### config.mk
export PLATFORM = sky130hd
export DESIGN_NAME = sha256_hasher
export DESIGN_NICKNAME = d
export VERILOG_FILES = /design/src/hdl/sha256_pkg.sv /design/src/hdl/sha256_hasher.sv
export VERILOG_INCLUDE_DIRS = /design/src /design/src/hdl
export SDC_FILE = /design/constraint.sdc
export NUM_CORES = 2
export LEC_CHECK = 0
export ABC_AREA = 1
export BUFFER_PORTS_ARGS = -buffer_cell sky130_fd_sc_hd__clkbuf_2
export CORE_MARGIN = 3
export CORE_UTILIZATION = 40
export CTS_CLUSTER_DIAMETER = 100
export DETAILED_ROUTE_END_ITERATION = 10
export HOLD_SLACK_MARGIN = 0.15
export SETUP_SLACK_MARGIN = 0.3
export SLEW_MARGIN = 20
export SYNTH_ARGS = -nofsm -noshare
export SYNTH_HDL_FRONTEND = slang
export SYNTH_SLANG_ARGS = --single-unit
### constraint.sdc
create_clock -name clock -period 16.5 [get_ports clock]
set_clock_uncertainty 0.2 [all_clocks]
set_input_delay 1.65 -clock clock [delete_from_list [all_inputs] [get_ports clock]]
set_output_delay 1.65 -clock clock [all_outputs]
set_load 0.02 [all_outputs]
### src/hdl/sha256_hasher_macros.svh
// Assertion macros shared by the SHA-256 hasher RTL.
`ifndef SHA256_HASHER_MACROS_SVH
`define SHA256_HASHER_MACROS_SVH

// Same-cycle implication, sampled on clock, off during reset.
`define SHA_ASSERT_NOW(lbl, ante, cons, msg) \
   lbl: assert property (@(posedge clock) disable iff (reset) (ante) |-> (cons)) \
      else $error(msg);

// Next-cycle implication, sampled on clock, off during reset.
`define SHA_ASSERT_NEXT(lbl, ante, cons, msg) \
   lbl: assert property (@(posedge clock) disable iff (reset) (ante) |=> (cons)) \
      else $error(msg);

`endif

### src/hdl/sha256_pkg.sv
// Types, constants and round functions for the SHA-256 hasher.
package sha256_pkg;

   localparam int BLOCK_BYTES  = 64;
   localparam int BLOCK_BITS   = BLOCK_BYTES * 8;
   localparam int POS_BITS     = $clog2(BLOCK_BYTES);
   localparam int ROUNDS       = 64;
   localparam int RND_BITS     = $clog2(ROUNDS);
   localparam int COUNT_BITS   = 61;
   localparam int BITLEN_W     = 64;
   localparam int DIGEST_WORDS = 8;
   localparam int IDX_BITS     = $clog2(DIGEST_WORDS);

   localparam logic [POS_BITS-1:0] POS_LAST = POS_BITS'(BLOCK_BYTES - 1);
   localparam logic [POS_BITS-1:0] LEN_POS  = POS_BITS'(BLOCK_BYTES - BITLEN_W / 8);
   localparam logic [RND_BITS-1:0] RND_LAST = RND_BITS'(ROUNDS - 1);
   localparam logic [IDX_BITS-1:0] IDX_LAST = IDX_BITS'(DIGEST_WORDS - 1);
   localparam logic [7:0]          PAD_MARK = 8'h80;

   typedef logic [31:0] word_type;

   typedef struct packed {
      logic [7:0] data_byte;
      logic       has_byte;
      logic       end_of_message;
   } sha_req_type;

   typedef struct packed {
      logic [31:0]         digest_word;
      logic [IDX_BITS-1:0] word_index;
      logic                last_word;
   } sha_rsp_type;

   typedef enum logic [2:0] {
      ST_IDLE,
      ST_PAD,
      ST_ROUND,
      ST_ADD,
      ST_OUT
   } state_type;

   localparam word_type INIT_HASH [0:DIGEST_WORDS-1] = '{
      32'h6a09e667, 32'hbb67ae85, 32'h3c6ef372, 32'ha54ff53a,
      32'h510e527f, 32'h9b05688c, 32'h1f83d9ab, 32'h5be0cd19
   };

   localparam word_type ROUND_K [0:ROUNDS-1] = '{
      32'h428a2f98, 32'h71374491, 32'hb5c0fbcf, 32'he9b5dba5,
      32'h3956c25b, 32'h59f111f1, 32'h923f82a4, 32'hab1c5ed5,
      32'hd807aa98, 32'h12835b01, 32'h243185be, 32'h550c7dc3,
      32'h72be5d74, 32'h80deb1fe, 32'h9bdc06a7, 32'hc19bf174,
      32'he49b69c1, 32'hefbe4786, 32'h0fc19dc6, 32'h240ca1cc,
      32'h2de92c6f, 32'h4a7484aa, 32'h5cb0a9dc, 32'h76f988da,
      32'h983e5152, 32'ha831c66d, 32'hb00327c8, 32'hbf597fc7,
      32'hc6e00bf3, 32'hd5a79147, 32'h06ca6351, 32'h14292967,
      32'h27b70a85, 32'h2e1b2138, 32'h4d2c6dfc, 32'h53380d13,
      32'h650a7354, 32'h766a0abb, 32'h81c2c92e, 32'h92722c85,
      32'ha2bfe8a1, 32'ha81a664b, 32'hc24b8b70, 32'hc76c51a3,
      32'hd192e819, 32'hd6990624, 32'hf40e3585, 32'h106aa070,
      32'h19a4c116, 32'h1e376c08, 32'h2748774c, 32'h34b0bcb5,
      32'h391c0cb3, 32'h4ed8aa4a, 32'h5b9cca4f, 32'h682e6ff3,
      32'h748f82ee, 32'h78a5636f, 32'h84c87814, 32'h8cc70208,
      32'h90befffa, 32'ha4506ceb, 32'hbef9a3f7, 32'hc67178f2
   };

   function automatic word_type big_sig0(input word_type x);
      return {x[1:0], x[31:2]} ^ {x[12:0], x[31:13]} ^ {x[21:0], x[31:22]};
   endfunction

   function automatic word_type big_sig1(input word_type x);
      return {x[5:0], x[31:6]} ^ {x[10:0], x[31:11]} ^ {x[24:0], x[31:25]};
   endfunction

   function automatic word_type small_sig0(input word_type x);
      return {x[6:0], x[31:7]} ^ {x[17:0], x[31:18]} ^ (x >> 3);
   endfunction

   function automatic word_type small_sig1(input word_type x);
      return {x[16:0], x[31:17]} ^ {x[18:0], x[31:19]} ^ (x >> 10);
   endfunction

endpackage

### src/hdl/sha256_hasher.sv
// Streaming SHA-256 hasher: byte input, one-round-per-cycle compression, digest output.
//
// A message byte is taken on each input transfer and shifted into a 512-bit block register.
// When the block fills, the single round unit runs 64 rounds, one per cycle, and
// then the add state adds the result into the chaining value; input is stalled
// meanwhile. On the end-of-message transfer the block is padded one byte
// per cycle up to its end (0x80, zeros, 64-bit big-endian bit length), which is
// one block, or two when fewer than nine bytes were free, each followed by the
// same rounds and add. The eight digest words then go out H0 first, one
// per transfer, and input stays stalled until the last of them is taken.
module sha256_hasher
   import sha256_pkg::*;
(
   input  logic        clock,
   input  logic        reset,
   input  logic        req_valid,
   output logic        req_stall,
   input  sha_req_type req_data,
   output logic        rsp_valid,
   input  logic        rsp_stall,
   output sha_rsp_type rsp_data
);

   state_type                 state_ff, state_in;
   logic [BLOCK_BITS-1:0]     win_ff, win_in;
   logic [POS_BITS-1:0]       fill_ff, fill_in;
   logic [COUNT_BITS-1:0]     count_ff, count_in;
   logic [BITLEN_W-1:0]       len_ff, len_in;
   logic [RND_BITS-1:0]       rnd_ff, rnd_in;
   logic [IDX_BITS-1:0]       idx_ff, idx_in;
   word_type                  chain_ff [DIGEST_WORDS];
   word_type                  chain_in [DIGEST_WORDS];
   word_type                  wv_ff [DIGEST_WORDS];
   word_type                  wv_in [DIGEST_WORDS];
   logic                      pad_ff, pad_in;
   logic                      mark_ff, mark_in;
   logic                      lenok_ff, lenok_in;
   logic                      done_ff, done_in;

   logic                      req_xfer;
   logic                      rsp_xfer;
   logic                      block_full;
   logic [COUNT_BITS-1:0]     count_next;
   logic [7:0]                pad_byte;
   word_type                  w_cur;
   word_type                  w_new;
   word_type                  t1;
   word_type                  t2;

   // outputs
   always_comb begin
      req_stall = (state_ff != ST_IDLE);
      rsp_valid = (state_ff == ST_OUT);
      rsp_data.digest_word = chain_ff[idx_ff];
      rsp_data.word_index  = idx_ff;
      rsp_data.last_word   = (idx_ff == IDX_LAST);
   end

   assign req_xfer   = req_valid && !req_stall;
   assign rsp_xfer   = rsp_valid && !rsp_stall;
   assign block_full = (fill_ff == POS_LAST);

   // next state
   always_comb begin
      state_in = state_ff;
      case (state_ff)
         ST_IDLE: begin
            if (req_xfer) begin
               if (req_data.has_byte && block_full) begin
                  state_in = ST_ROUND;
               end else if (req_data.end_of_message) begin
                  state_in = ST_PAD;
               end
            end
         end
         ST_PAD: begin
            if (block_full) begin
               state_in = ST_ROUND;
            end
         end
         ST_ROUND: begin
            if (rnd_ff == RND_LAST) begin
               state_in = ST_ADD;
            end
         end
         ST_ADD: begin
            if (done_ff) begin
               state_in = ST_OUT;
            end else if (pad_ff) begin
               state_in = ST_PAD;
            end else begin
               state_in = ST_IDLE;
            end
         end
         ST_OUT: begin
            if (rsp_xfer && rsp_data.last_word) begin
               state_in = ST_IDLE;
            end
         end
         default: state_in = ST_IDLE;
      endcase
   end

   // round unit and schedule taps; window word 0 sits in the top bits
   assign w_cur = win_ff[BLOCK_BITS-1 -: 32];
   assign w_new = small_sig1(win_ff[BLOCK_BITS-1-14*32 -: 32])
                + win_ff[BLOCK_BITS-1-9*32 -: 32]
                + small_sig0(win_ff[BLOCK_BITS-1-32 -: 32])
                + w_cur;
   assign t1 = wv_ff[7] + big_sig1(wv_ff[4])
             + ((wv_ff[4] & wv_ff[5]) ^ (~wv_ff[4] & wv_ff[6]))
             + ROUND_K[rnd_ff] + w_cur;
   assign t2 = big_sig0(wv_ff[0])
             + ((wv_ff[0] & wv_ff[1]) ^ (wv_ff[0] & wv_ff[2]) ^ (wv_ff[1] & wv_ff[2]));

   assign count_next = count_ff + COUNT_BITS'(req_data.has_byte);

   always_comb begin
      if (mark_ff) begin
         pad_byte = PAD_MARK;
      end else if (lenok_ff && fill_ff >= LEN_POS) begin
         pad_byte = len_ff[BITLEN_W-1 -: 8];
      end else begin
         pad_byte = 8'h00;
      end
   end

   // datapath
   always_comb begin
      win_in   = win_ff;
      fill_in  = fill_ff;
      count_in = count_ff;
      len_in   = len_ff;
      rnd_in   = rnd_ff;
      idx_in   = idx_ff;
      chain_in = chain_ff;
      wv_in    = wv_ff;
      pad_in   = pad_ff;
      mark_in  = mark_ff;
      lenok_in = lenok_ff;
      done_in  = done_ff;
      case (state_ff)
         ST_IDLE: begin
            wv_in  = chain_ff;
            rnd_in = '0;
            if (req_xfer) begin
               if (req_data.has_byte) begin
                  win_in  = {win_ff[BLOCK_BITS-9:0], req_data.data_byte};
                  fill_in = fill_ff + 1'b1;
               end
               count_in = count_next;
               if (req_data.end_of_message) begin
                  len_in   = {count_next, 3'b000};
                  count_in = '0;
                  pad_in   = 1'b1;
                  mark_in  = 1'b1;
                  lenok_in = 1'b0;
                  done_in  = 1'b0;
               end
            end
         end
         ST_PAD: begin
            wv_in   = chain_ff;
            rnd_in  = '0;
            win_in  = {win_ff[BLOCK_BITS-9:0], pad_byte};
            fill_in = fill_ff + 1'b1;
            if (mark_ff) begin
               mark_in = 1'b0;
               if (fill_ff < LEN_POS) begin
                  lenok_in = 1'b1;
               end
            end else if (lenok_ff && fill_ff >= LEN_POS) begin
               len_in = {len_ff[BITLEN_W-9:0], 8'h00};
               if (block_full) begin
                  done_in = 1'b1;
               end
            end
         end
         ST_ROUND: begin
            wv_in[7] = wv_ff[6];
            wv_in[6] = wv_ff[5];
            wv_in[5] = wv_ff[4];
            wv_in[4] = wv_ff[3] + t1;
            wv_in[3] = wv_ff[2];
            wv_in[2] = wv_ff[1];
            wv_in[1] = wv_ff[0];
            wv_in[0] = t1 + t2;
            win_in   = {win_ff[BLOCK_BITS-33:0], w_new};
            rnd_in   = rnd_ff + 1'b1;
         end
         ST_ADD: begin
            for (int i = 0; i < DIGEST_WORDS; i++) begin
               chain_in[i] = chain_ff[i] + wv_ff[i];
            end
            // mark went into the previous block: the next one carries the length
            if (pad_ff && !mark_ff) begin
               lenok_in = 1'b1;
            end
            idx_in = '0;
         end
         ST_OUT: begin
            if (rsp_xfer) begin
               idx_in = idx_ff + 1'b1;
               if (rsp_data.last_word) begin
                  chain_in = INIT_HASH;
                  pad_in   = 1'b0;
                  done_in  = 1'b0;
                  lenok_in = 1'b0;
               end
            end
         end
         default: begin
         end
      endcase
   end

   always_ff @(posedge clock) begin
      win_ff <= win_in;
      len_ff <= len_in;
      wv_ff  <= wv_in;
      if (reset) begin
         state_ff <= ST_IDLE;
         fill_ff  <= '0;
         count_ff <= '0;
         rnd_ff   <= '0;
         idx_ff   <= '0;
         chain_ff <= INIT_HASH;
         pad_ff   <= 1'b0;
         mark_ff  <= 1'b0;
         lenok_ff <= 1'b0;
         done_ff  <= 1'b0;
      end else begin
         state_ff <= state_in;
         fill_ff  <= fill_in;
         count_ff <= count_in;
         rnd_ff   <= rnd_in;
         idx_ff   <= idx_in;
         chain_ff <= chain_in;
         pad_ff   <= pad_in;
         mark_ff  <= mark_in;
         lenok_ff <= lenok_in;
         done_ff  <= done_in;
      end
   end

`include "sha256_hasher_macros.svh"

   `SHA_ASSERT_NOW(a_out_after_final, rsp_valid, done_ff && pad_ff && !mark_ff, "digest out before final block")
   `SHA_ASSERT_NEXT(a_round_to_add, state_ff == ST_ROUND && rnd_ff == RND_LAST, state_ff == ST_ADD, "compression did not end after last round")
   `SHA_ASSERT_NEXT(a_last_to_idle, rsp_xfer && rsp_data.last_word, !req_stall && chain_ff[0] == INIT_HASH[0], "no return to idle after last digest transfer")
   `SHA_ASSERT_NOW(a_pad_block_start, state_ff == ST_PAD && done_ff, 1'b0, "padding continued past length block")

endmodule

* Word level (Yosys, flattened, before mapping)
Memories as Yosys holds them, arrays and structs flattened.
Index checks and enable logic that the tools add are counted.
** Word-level totals
- Flip-flop bits (word level) :: 1171
- Bits in latches :: 0
- Memory bits (writable) :: 0
- Bits in read-only memories :: 2048
- Bits of input ports :: 14
- Output and inout bits :: 38
- Memories :: 1
** Memories
- (name not given) :: depth 64, width 32, read ports 1, clocked after Yosys merged registers in 0, wr ports 0, RTL line sha256_hasher.sv:112 : + ROUND_K[rnd_ff] + w_cur;
** Operators by class
- $add $sub $neg :: 22
- Multipliers :: 0
- Div/mod/pow operators :: 0
- Order comparisons :: 4
- Equality and inequality tests :: 21
- Shifts and indexed selects :: 0
- Muxes and demuxes :: 51
- Bitwise logic cells :: 19
- Reduce and logical (&&, ||, !) cells :: 30
** Operators with widths (number)
- $pmux W512 S3 :: 1
- $mux W512 :: 2
- $pmux W256 S2 :: 2
- $add A32 B32 Y32 :: 18
- $mux W256 :: 2
- $xor A32 B32 Y32 :: 9
- $mux W64 :: 4
- $and A32 B32 Y32 :: 5
- $mux W32 :: 4
- $pmux W64 S2 :: 1
- $bmux W32 S3 :: 1
- $add A61 B1 Y61 :: 1
- $mux W61 :: 1
- $not A32 Y32 :: 1
- $xor A32 B22 Y32 :: 1
- $xor A32 B29 Y32 :: 1
- $mux W3 :: 8
- $pmux W6 S2 :: 2
- $ne A2 B2 Y1 const B :: 10
- $mux W8 :: 2
- $reduce_and A8 Y1 :: 2
- $pmux W3 S5 :: 1
- $reduce_and A5 Y1 :: 3
- $mux W1 :: 13
- other kinds (28) :: 52

* Longest topological paths before layout
- Depth after elaboration :: 8
- Gate-level depth with buffers :: 43
- Mapped depth without buffers :: 42

* Worst setup path before layout
OpenSTA, ideal clock, no wires.
- Kind :: input-to-reg
- Start point :: input port req_data[1] (netlist bit)
- End point :: register win_ff[0] (enable)
- Arrival time :: 9.973 ns
- Path slack :: 2.667 ns
- Stages :: 2
- Buffers on the path :: 0
- Cells stage by stage :: nand3_1 nand2_1
** On the way
- Longest elaborated chain between the ends :: 2
** Ends and longest elaborated chain
- start, declared :: RTL line sha256_hasher.sv:18 : input sha_req_type req_data,
- $ne A2 B2 Y1 (no line)
- $reduce_and A3 Y1 (no line)
- end signal, assigned :: RTL line sha256_hasher.sv:218 : win_ff <= win_in;
- end, declared :: RTL line sha256_hasher.sv:25 : logic [BLOCK_BITS-1:0] win_ff, win_in;
No other way between the ends.
A chain may end at the register's enable or synchronous reset.

==> results.sh <==
export IMPL_critPathBufInv=11
export IMPL_drtAntennaViolNets=0
export IMPL_ctsRootBufferMaster="clkbuf_16"
export IMPL_cts_tree="built"
export IMPL_r2r_slack_ps=7930
export IMPL_multi_input_area_um2=45100
export IMPL_critPathLaunchType="register"
export IMPL_crit_path_top_delay_cell="fa_1"
export IMPL_period_needed_ps=8570
export IMPL_syn_mean_instance_area_um2=7.44
export IMPL_top_layer="met5"
export IMPL_firstDrtPassIters=9
export IMPL_route_detailed_drc=0
export IMPL_synth_flop_cell="edfxtp_1"
export IMPL_path_max_fanout=13
export IMPL_ys_ff_latch=1168
export IMPL_post_dp_hpwl_mm=269
export IMPL_tightest_slew_ps=1220
export IMPL_std_cell_rows=167
export IMPL_seqCellArea_um2=31700
export IMPL_required_ps=16850
export IMPL_cp_arrival_ps=8920
export IMPL_coreArea_um2=207000
export IMPL_grt_max_degree=205
export IMPL_fmax_mhz=117
export IMPL_cp_common_cell="inv_1"
export IMPL_antenna_found_initial=13
export IMPL_route_met2_wl_mm=152
export IMPL_drt_iter0_markers=9979
export IMPL_grt_pass1_wl_mm=505
export IMPL_die_x_um=463
export IMPL_hold_class="register to register"
export IMPL_finalWorstSetupSlack_ps=7930
export IMPL_numCtsBuffers=144
export IMPL_vias_per_cell=5.65
export IMPL_slew_violations=0
export IMPL_track_usage=0.314
export IMPL_synth_cell_area_um2=83600
export IMPL_maxCapViolCount=0
export IMPL_wirelength_met1_mm=148
export IMPL_hold_buffers=0
export IMPL_synth_cell_types=69
export IMPL_synth_edff_count=829
export IMPL_ys_warn_count=0
export IMPL_grt_pass1_vias=74200
export IMPL_die_area_um2=215000
export IMPL_clkSinkCount=1168
export IMPL_area_delta_synth_final_pct=8.95
export IMPL_synthCells=11200
export IMPL_synth_seq_area_share=0.379
export IMPL_drive_gt1_frac=0.0393
export IMPL_critPathMaxStageDelay_ps=500
export IMPL_setup_violations=0
export IMPL_clk_latency_ps=830
export IMPL_rsz0062_at_grt="false"
export IMPL_ys_async_sr_fraction=0
export IMPL_final_cell_area_um2=91100
export IMPL_nets=11600
export IMPL_global_route_overflow_total=0
export IMPL_num_vias=78900
export IMPL_worstSetupEndpointType="register"
export IMPL_synth_nets=11800
export IMPL_start_util=0.403
export IMPL_setup_tns_ps=0
export IMPL_post_drt_wl_per_cell_um=25.0
export IMPL_clk_pin_slew_ps=60
export IMPL_cts_max_level=4
export IMPL_ios=52
export IMPL_met3RoutedLength_mm=33.6
export IMPL_timing_slew_headroom=0.176
export IMPL_worstSetupPathType="register to register"
export IMPL_cts_repair_resized=0
export IMPL_status="finished clean"
export IMPL_io_buffers=51
export IMPL_critPathTopFamily="adder cells"
export IMPL_die_h_um=463
export IMPL_period_share=0.519
export IMPL_hold_viol_final=0
export IMPL_place_ws_ps=8090
export IMPL_cts_setup_buffers=0
export IMPL_gp_congestion=1.04
export IMPL_wirelength_mm=349
export IMPL_cts_path_max_buffers=3
export IMPL_nFillCells=21200
export IMPL_dpl_cell_area_um2=86300
==> metal layers <==
metal / up-vias / global-route usage
met5: - / 0
met4: 10 / 0.114
met3: 585 / 0.0598
met2: 3790 / 0.483
met1: 37700 / 0.440
li1: 36800 / -
==> layout by cell type, fill, tap and decap left out, types with 178 or more instances in the layout <==
| cell | n |
|---|---|
| o21ai_0 | 1071 |
| fa_1 | 197 |
| ha_1 | 401 |
| a21oi_1 | 984 |
| nand3_1 | 474 |
| nor2_1 | 686 |
| nand2_1 | 3271 |
| edfxtp_1 | 829 |
| inv_1 | 1332 |
| dfxtp_1 | 336 |
| xor2_1 | 188 |
| xnor2_1 | 178 |
==> stage by stage <==
stage | hold slack, ps | utilization | std cells
6_report | 274 | 0.439 | 13900
5_1_grt | 281 | 0.439 | 13900
4_1_cts | 275 | 0.439 | 13900
3_5_place_dp | 267 | 0.416 | 13700
3_3_place_gp | 256 | 0.416 | 13700
2_1_floorplan | 243 | - | 11200
==> cell usage after synthesis, types with 28 or more instances <==
cell / number / area (um2)
edfxtp_1: 829 / 24900
ha_1: 401 / 5020
o22ai_1: 32 / 200
a21oi_1: 984 / 4920
dfxtp_1: 339 / 6790
nor2_1: 687 / 2580
xor2_1: 188 / 1650
xnor2_1: 178 / 1560
o211ai_1: 34 / 255
inv_1: 1335 / 5010
nand3_1: 475 / 2380
nor3_1: 101 / 505
a21boi_0: 28 / 210
nand3b_1: 31 / 233
fa_1: 197 / 3940
o21bai_1: 52 / 390
a31oi_1: 94 / 588
a21o_1: 49 / 368
o21a_1: 40 / 300
buf_2: 41 / 205
nand4_1: 108 / 676
buf_1: 31 / 116
clkbuf_1: 410 / 1540
nand2_1: 3273 / 12300
o21ai_0: 1080 / 5410
==> tightest hold or removal path, cell delays in order, from the launching register on <==
cell and delay, ps:
dfxtp_1 310, nand2_1 60, a21oi_1 60
==> area by class of cell <==
class / instances / share of cell area
Antenna cell: 5 / 0.000137
Sequential cell: 1168 / 0.348
Clock inverter: 71 / 0.00946
Multi-Input combinational cell: 8229 / 0.495
Clock buffer: 197 / 0.0432
Tap cell: 2788 / 0.0383
Inverter: 1356 / 0.0561
Timing Repair Buffer: 135 / 0.0102
==> cells by family (layout without fill, tap and decap cells) <==
group                    count (synthesis)  after routing  synth area share
other                                    0              5                 0
AND/OR/NAND/NOR                       4778           4778             0.232
XOR/XNOR                               366            366            0.0383
flip-flops                            1168           1168             0.379
adder cells (fa/ha/maj)                599            599             0.107
buffers and inverters                 1838           1759            0.0831
AO/OA/AOI/OAI                         2486           2486             0.160
==> worst paths after layout <==
check	startpoint	endpoint	depth (start not counted)
setup / recovery	rnd_ff[1]	wv_ff[251]	36
hold / removal	done_ff	state_ff[2]	2
setup reg to reg	rnd_ff[1]	wv_ff[251]	36
hold reg to reg	done_ff	state_ff[2]	2
==> state kept, by name, summed over array words and instances (netlist names) <==
| name | count |
|---|---|
| win_ff | 512 |
| mark_ff | 1 |
| fill_ff | 6 |
| wv_ff | 256 |
| idx_ff | 3 |
| chain_ff | 256 |
| pad_ff | 1 |
| count_ff | 61 |
| len_ff | 61 |
| done_ff | 1 |
| state_ff | 3 |
| rnd_ff | 6 |
| lenok_ff | 1 |
Power is left out: the tool's default activity adds up to more than one toggle a clock period on the data nets, which glitch-free logic cannot reach.
